**config.mk**
```make
export PLATFORM = sky130hd
export DESIGN_NAME = wams_ctrl
export DESIGN_NICKNAME = d
export VERILOG_FILES = /design/src/wams_pkg.sv /design/src/wams_ctrl.sv
export VERILOG_INCLUDE_DIRS = /design/src /design/src/src
export SDC_FILE = /design/constraint.sdc
export NUM_CORES = 1
export LEC_CHECK = 0
export ABC_AREA = 1
export CAP_MARGIN = 20
export CORE_ASPECT_RATIO = 1.1
export CORE_MARGIN = 4
export CORE_UTILIZATION = 59
export CTS_BUF_LIST = sky130_fd_sc_hd__clkbuf_4
export DETAILED_ROUTE_END_ITERATION = 8
export DONT_BUFFER_PORTS = 1
export PLACE_DENSITY = 0.89
export SETUP_SLACK_MARGIN = 0.05
export SYNTH_ARGS = -nofsm -noshare
export SYNTH_HDL_FRONTEND = slang
export SYNTH_SLANG_ARGS = --single-unit
export TNS_END_PERCENT = 5
```
**constraint.sdc**
```tcl
create_clock -name clock -period 1.3 [get_ports clock]
set_input_delay 0.065 -clock clock [delete_from_list [all_inputs] [get_ports clock]]
set_output_delay 0.065 -clock clock [all_outputs]
set_load 0.03 [all_outputs]
```
**src/weighted_adjacency_matrix_store_defines.svh**
```systemverilog
// Assertion macros shared by the RTL files.
`ifndef WEIGHTED_ADJACENCY_MATRIX_STORE_DEFINES_SVH
`define WEIGHTED_ADJACENCY_MATRIX_STORE_DEFINES_SVH

`ifndef SYNTHESIS

// Same-cycle implication.
`define ASSERT_IMPLIES(label, clk, rst, ante, cons) \
   label: assert property (@(posedge clk) disable iff (rst) (ante) |-> (cons)) \
      else $error("assertion failed");

// Next-cycle implication.
`define ASSERT_NEXT(label, clk, rst, ante, cons) \
   label: assert property (@(posedge clk) disable iff (rst) (ante) |=> (cons)) \
      else $error("assertion failed");

`else

`define ASSERT_IMPLIES(label, clk, rst, ante, cons)
`define ASSERT_NEXT(label, clk, rst, ante, cons)

`endif

`endif

```
**src/wams_pkg.sv**
```systemverilog
package wams_pkg;

   // Fixed field widths of the ports and of the vertex-count compare
   localparam int VERTEX_BITS  = 6;
   localparam int WEIGHT_FIELD = 16;
   localparam int COUNT_BITS   = 7;
   localparam int TOTAL_BITS   = 16;
   localparam int VC_BITS      = 7;
   localparam int CMP_BITS     = 9;

   typedef logic [2:0] cmd_type;
   localparam cmd_type CMD_ADD      = 3'd0;
   localparam cmd_type CMD_REMOVE   = 3'd1;
   localparam cmd_type CMD_TEST     = 3'd2;
   localparam cmd_type CMD_DEGREE   = 3'd3;
   localparam cmd_type CMD_LIST     = 3'd4;
   localparam cmd_type CMD_LIGHTEST = 3'd5;

   typedef logic [1:0] status_type;
   localparam status_type STATUS_OK    = 2'd0;
   localparam status_type STATUS_RANGE = 2'd1;
   localparam status_type STATUS_NONE  = 2'd2;

   localparam logic [VC_BITS-1:0]    VERTEX_COUNT_RESET = 7'd64;
   localparam logic [COUNT_BITS-1:0] LIST_LIMIT         = 7'd64;

   localparam logic signed [TOTAL_BITS-1:0] COUNTER_MAX = 16'sh7FFF;
   localparam logic signed [TOTAL_BITS-1:0] COUNTER_MIN = 16'sh8000;

   typedef enum logic [2:0] {
      OUT_RANGE,
      OUT_NONE,
      OUT_OK,
      OUT_TEST,
      OUT_DEGREE,
      OUT_LIST_END,
      OUT_LIGHTEST
   } out_kind_type;

   typedef struct packed {
      logic         clear_step;
      logic         latch_in;
      logic         write_fwd;
      logic         write_rev;
      logic         use_best;
      logic         write_zero;
      logic         read_pair;
      logic         scan_start;
      logic         scan_step;
      logic         bump_up;
      logic         bump_down;
      logic         out_load;
      out_kind_type out_kind;
   } ctrl_cmd_type;

   typedef struct packed {
      logic    clear_done;
      logic    pair_ok;
      logic    row_ok;
      logic    scan_done;
      logic    best_found;
      logic    out_free;
      cmd_type cmd;
   } dp_status_type;

endpackage

```
**src/wams_ctrl.sv**
```systemverilog
`include "weighted_adjacency_matrix_store_defines.svh"

module wams_ctrl (
   input  logic                    clock,
   input  logic                    reset,
   input  logic                    req_valid,
   output logic                    req_stall,
   input  wams_pkg::dp_status_type sts,
   output wams_pkg::ctrl_cmd_type  cmd
);

   typedef enum logic [9:0] {
      ST_CLEAR     = 10'b00_0000_0001,
      ST_IDLE      = 10'b00_0000_0010,
      ST_DECODE    = 10'b00_0000_0100,
      ST_WRITE_FWD = 10'b00_0000_1000,
      ST_WRITE_REV = 10'b00_0001_0000,
      ST_TEST_READ = 10'b00_0010_0000,
      ST_SCAN      = 10'b00_0100_0000,
      ST_DEL_FWD   = 10'b00_1000_0000,
      ST_DEL_REV   = 10'b01_0000_0000,
      ST_EMIT      = 10'b10_0000_0000
   } state_type;

   state_type              state_ff, state_in;
   wams_pkg::out_kind_type kind_ff, kind_in;

   always_comb begin
      state_in     = state_ff;
      kind_in      = kind_ff;
      cmd          = '0;
      cmd.out_kind = kind_ff;
      req_stall    = 1'b1;
      unique case (state_ff)
         ST_CLEAR: begin
            cmd.clear_step = 1'b1;
            if (sts.clear_done) begin
               state_in = ST_IDLE;
            end
         end
         ST_IDLE: begin
            req_stall = 1'b0;
            if (req_valid) begin
               cmd.latch_in = 1'b1;
               state_in     = ST_DECODE;
            end
         end
         ST_DECODE: begin
            unique case (sts.cmd) inside
               wams_pkg::CMD_ADD, wams_pkg::CMD_REMOVE: begin
                  if (sts.pair_ok) begin
                     state_in = ST_WRITE_FWD;
                  end else begin
                     kind_in  = wams_pkg::OUT_RANGE;
                     state_in = ST_EMIT;
                  end
               end
               wams_pkg::CMD_TEST: begin
                  if (sts.pair_ok) begin
                     state_in = ST_TEST_READ;
                  end else begin
                     kind_in  = wams_pkg::OUT_RANGE;
                     state_in = ST_EMIT;
                  end
               end
               wams_pkg::CMD_DEGREE, wams_pkg::CMD_LIST: begin
                  if (sts.row_ok) begin
                     cmd.scan_start = 1'b1;
                     state_in       = ST_SCAN;
                  end else begin
                     kind_in  = wams_pkg::OUT_RANGE;
                     state_in = ST_EMIT;
                  end
               end
               wams_pkg::CMD_LIGHTEST: begin
                  cmd.scan_start = 1'b1;
                  state_in       = ST_SCAN;
               end
               default: begin
                  kind_in  = wams_pkg::OUT_NONE;
                  state_in = ST_EMIT;
               end
            endcase
         end
         ST_WRITE_FWD: begin
            cmd.write_fwd  = 1'b1;
            cmd.write_zero = (sts.cmd == wams_pkg::CMD_REMOVE);
            state_in       = ST_WRITE_REV;
         end
         ST_WRITE_REV: begin
            cmd.write_rev  = 1'b1;
            cmd.write_zero = (sts.cmd == wams_pkg::CMD_REMOVE);
            cmd.bump_up    = (sts.cmd == wams_pkg::CMD_ADD);
            cmd.bump_down  = (sts.cmd == wams_pkg::CMD_REMOVE);
            kind_in        = wams_pkg::OUT_OK;
            state_in       = ST_EMIT;
         end
         ST_TEST_READ: begin
            cmd.read_pair = 1'b1;
            kind_in       = wams_pkg::OUT_TEST;
            state_in      = ST_EMIT;
         end
         ST_SCAN: begin
            cmd.scan_step = 1'b1;
            if (sts.scan_done) begin
               unique case (sts.cmd)
                  wams_pkg::CMD_DEGREE: begin
                     kind_in  = wams_pkg::OUT_DEGREE;
                     state_in = ST_EMIT;
                  end
                  wams_pkg::CMD_LIST: begin
                     kind_in  = wams_pkg::OUT_LIST_END;
                     state_in = ST_EMIT;
                  end
                  default: begin
                     if (sts.best_found) begin
                        state_in = ST_DEL_FWD;
                     end else begin
                        kind_in  = wams_pkg::OUT_NONE;
                        state_in = ST_EMIT;
                     end
                  end
               endcase
            end
         end
         ST_DEL_FWD: begin
            cmd.write_fwd  = 1'b1;
            cmd.use_best   = 1'b1;
            cmd.write_zero = 1'b1;
            state_in       = ST_DEL_REV;
         end
         ST_DEL_REV: begin
            cmd.write_rev  = 1'b1;
            cmd.use_best   = 1'b1;
            cmd.write_zero = 1'b1;
            cmd.bump_down  = 1'b1;
            kind_in        = wams_pkg::OUT_LIGHTEST;
            state_in       = ST_EMIT;
         end
         ST_EMIT: begin
            // wait for room in the output register
            if (sts.out_free) begin
               cmd.out_load = 1'b1;
               state_in     = ST_IDLE;
            end
         end
         default: begin
            state_in = ST_IDLE;
         end
      endcase
   end

   always_ff @(posedge clock) begin
      if (reset) begin
         state_ff <= ST_CLEAR;
         kind_ff  <= wams_pkg::OUT_NONE;
      end else begin
         state_ff <= state_in;
         kind_ff  <= kind_in;
      end
   end

   `ASSERT_NEXT(a_accept_decodes, clock, reset, req_valid && !req_stall, state_ff == ST_DECODE)
   `ASSERT_NEXT(a_emit_returns_idle, clock, reset, state_ff == ST_EMIT && sts.out_free, state_ff == ST_IDLE)

endmodule

```
==> impl_metrics.yaml, run 1 <==
outcome:
  status: "did not finish"
  stop_stage: "clock tree synthesis"
  tool.error: "[ERROR DPL-0038] Utilization greater than 100%, impossible to legalize"
yosys:
  syn_inst: 203
  ys_seq_elements: 13
  syn_avg_cell_area_sq_um: 5.92
  yosysWarningCount: 0
  async_flop_share_pct: 0
  yosysSeqAreaShare_pct: 21.6
  synth-edff-count: 0
  synth_fp_nets: 215
  synth_top_area_share_pct: 21.6
  synth_area_leaders: "dfxtp_1, nand2_1, inv_1"
  synth_top_cell_by_area: "dfxtp_1"
  syn_area_sq_mm: 0.00120
  synth_top_flop_cell: "dfxtp_1"
  synth_cell_types: 27
cts:
  ctsHoldBuffers: 1
  cts_resized: 37
  clock_sinks: 13
  clk_path_buf_depth: 2
  post_cts_buffers: 10
  numCtsBuffers: 3
  root_buffer: "clkbuf_4"
  htree_num_levels: 1
place:
  port_buffers: 0
  gp_routability_congestion: 0.947
  placed_cells_incl_taps: 276
  dp_hpwl_um: 3630
die:
  die_x_um: 51.0
  initial_core_util_pct: 64.6
  die_y_um: 55.3
  ioPinCount: 28
  rows: 16
## stage by stage
step	setup WS, ps	utilization (%)	cell area, sq um
after detailed placement	-280	88.1	1640
after global placement	-129	88.1	1640
after floorplan	-334	-	1240
## synth_stat cells, types with 2 or more instances
library cell / count
nor2_1: 25
a21oi_1: 5
inv_1: 37
nor2_8: 2
nand3_1: 14
nor2_2: 9
nor4_1: 2
o21ai_1: 2
nand4_1: 10
o21ai_0: 6
inv_2: 3
nand3b_1: 3
nor3_1: 5
nand2_1: 49
nand2_2: 3
dfxtp_1: 13
nor2_4: 2
nand2_4: 4
## cells by family after synthesis
kind of cell           share of synthesized area (%)
AOI/OAI and AO/OA                               7.49
buffers and inverters                           14.6
DFF                                             21.6
and+or+nand+nor                                 56.3
==> run 2, diff against run 1 <==
Settings changed: CORE_AREA set to 4 4 65 67, CORE_ASPECT_RATIO 1.1 to unset, CORE_MARGIN 4 to unset, CORE_UTILIZATION 59 to unset, CTS_BUF_LIST sky130_fd_sc_hd__clkbuf_4 to unset, DIE_AREA set to 0 0 69 71, PLACE_DENSITY 0.89 to unset, PLACE_DENSITY_LB_ADDON set to 0.15, SETUP_SLACK_MARGIN 0.05 to unset.
Clock period 1.3 ns to 1.69 ns, I/O delays scaled along.
==> run 2 against run 1 <==
The run now ends clean. Area after synthesis is the same. Synthesized cell count unchanged.
==> impl_metrics.yaml, run 2 <==
route:
  vias_per_cell: 4.67
  ant_nets: 0
  wl_per_cell_um: 12.4
  drcViolationCount: 0
  num_vias: 1265
  drt-total-wl_um: 3350
  drtIter0Drc: 58
  dr.pass1.iters: 4
yosys:
  syn_avg_cell_area_sq_um: 5.92
  syn_inst: 203
  synth_fp_nets: 215
  yosysSeqAreaShare_pct: 21.6
  async_flop_share_pct: 0
  synth_top_area_share_pct: 21.6
  ys_seq_elements: 13
  synth_area_leaders: "dfxtp_1, nand2_1, inv_1"
  yosysWarningCount: 0
  synth-edff-count: 0
  syn_area_sq_mm: 0.00120
  yosys-top-cells-count: "nand2_1, inv_1, nor2_1"
  synth_top_cell_by_area: "dfxtp_1"
  synth_top_flop_cell: "dfxtp_1"
  yosysMostFrequentCell: "nand2_1"
  synth_cell_types: 27
sta:
  whs_ps: 71.7
  min_period_over_period_pct: 96.7
  rsz0062_at_grt: "true"
  relSlewSlack_pct: 74.3
  min_period_ps: 1630
  fin_worst_skew_ps: 1.91
  hold_viol: 0
  fmax_ghz: 0.612
  worst_pin_slew_ps: 382
  setup_violations: 0
  slew_violations: 0
place:
  port_buffers: 0
  placed_cells_incl_taps: 264
  dp_hpwl_um: 2760
  gp_routability_congestion: 0.883
  placed_cell_area_sq_mm: 0.00137
cts:
  worstSkewPairLatency_ps: 240
  cts_tree: "done"
  clock_sinks: 13
  numCtsBuffers: 3
  cts.clk_slew.worst_paths_ps: 60
  htree_num_levels: 1
  root_buffer: "clkbuf_8"
  clk_path_buf_depth: 2
grt:
  track_usage_pct: 14.5
  antenna_found_initial: 0
  grt_pass1_wl_um: 5800
  grt_overflow: 0
  grt_pass1_vias: 1245
  grt_start_max_net_pins: 9
cells_and_area:
  fin_area_sq_mm: 0.00149
  area_delta_synth_final_pct: 23.8
  layout_commonest_cell: "nand2_1"
  top_register: "state_ff"
  final_util_pct: 41.0
  largest_reg_flops: 10
  fin_cells: 271
  antenna-diode-count: 0
  top_regs: "state_ff x10, kind_ff x3"
  fin_nets: 236
  drive_above_1_share_pct: 25.1
  nFillCells: 417
  final_cell_mix: "nand2_1, inv_1, nor2_1, buf_4, nand3_1"
job:
  timing.max_cap.violations: 0
hold_path:
  hold_class: "input port to flip-flop"
worst_setup_path:
  worstSetupPathType: "flip-flop to primary output"
  crit_arrival_ps: 1550
  cp_max_fo: 6
  end_kind: "primary output"
  worst_ep_required_time_ps: 1610
  start_kind: "flip-flop"
die:
  rows: 22
  ioPinCount: 28
  core_area_sq_mm: 0.00363
  die_y_um: 71
  initial_core_util_pct: 33.1
  die_x_um: 69
  die_area_sq_mm: 0.00490
power:
  vdd_drop_max_mv: 0.281
  power.switching_uw: 242
  power.leakage_uw: 0.000790
  pwr-share-seq_pct: 41.2
  p_sw_share_pct: 30.7
  clkPwrFrac_pct: 35.2
  p_int_uw: 545
  power_density_mw_per_mm2: 529
  p_comb_share_pct: 23.6
outcome:
  status: "complete, no violations"
==> run 2: cell counts after synthesis <==
No cell type changed its count.
==> run 2: area by class of cell <==
class	count	area (sq um)	area share, %
clock buffers	4	45.0	3.03
inverters	42	165	11.1
multi-input cells	146	820	55.0
flip-flops and latches	13	262	17.6
well taps	48	60.1	4.03
repair buffers	18	138	9.24
==> run 2: final timing paths <==
path | startpoint | to | slack (ps) | cells past startpoint
min | reset | state_ff[0] | 70 | 2
max reg2reg | state_ff[9] | kind_ff[2] | 120 | 10
max | state_ff[7] | cmd[9] | 60 | 6
min reg2reg | kind_ff[1] | kind_ff[1] | 610 | 2
==> run 2: what timing repair did <==
| action | in CTS | in global routing |
|---|---|---|
| pin swaps | 0 | 4 |
| hold buffers | 1 | 0 |
| setup endpoints to repair | 3 | 8 |
| buffers inserted | 0 | 2 |
| endpoints found under the hold margin | 6 | 0 |
| resized for setup | 4 | 11 |
==> run 2: critical path, stage by stage, from the launching register on <==
cell and delay [ps]:
dfxtp_1 370, nor2_4 140, nand2_4 120, nor4_4 240, inv_1 110, a21oi_1 140
or2_4 180
==> run 2: metrics by stage <==
| stage | power (uW) | setup slack (ps) | setup TNS (ps) |
|---|---|---|---|
| 3_3_place_gp | 509 | -46.3 | -46.3 |
| 6_report | 787 | 56.6 | 0 |
| 3_5_place_dp | 506 | 143 | 0 |
| 2_1_floorplan | 464 | -46.6 | -46.6 |
| 5_1_grt | 831 | -42.1 | -83.9 |
| 4_1_cts | 791 | 5.59 | 0 |
==> run 2: routing by layer <==
metal	up-vias	routed length [um]	track usage (%)
li1	674	-	-
met2	30	1630	24.7
met1	557	1500	17.9
met5	-	0	0
met4	0	68	6.72
met3	4	144	2.27
==> run 2: power groups by stage <==
stage	registers [uW]	clock network, uW	logic, uW
4_1_cts	323	286	182
3_3_place_gp	329	0	180
5_1_grt	325	296	209
2_1_floorplan	330	0	134
6_report	324	277	186
3_5_place_dp	329	0	177
==> run 2: logic make-up after synthesis <==
| group | after synthesis | share of synthesized area (%) |
|---|---|---|
| DFF | 13 | 21.6 |
| AOI/OAI and AO/OA | 16 | 7.49 |
| and+or+nand+nor | 130 | 56.3 |
| buffers and inverters | 44 | 14.6 |
Note: power is estimated with default switching activity, not from simulation.
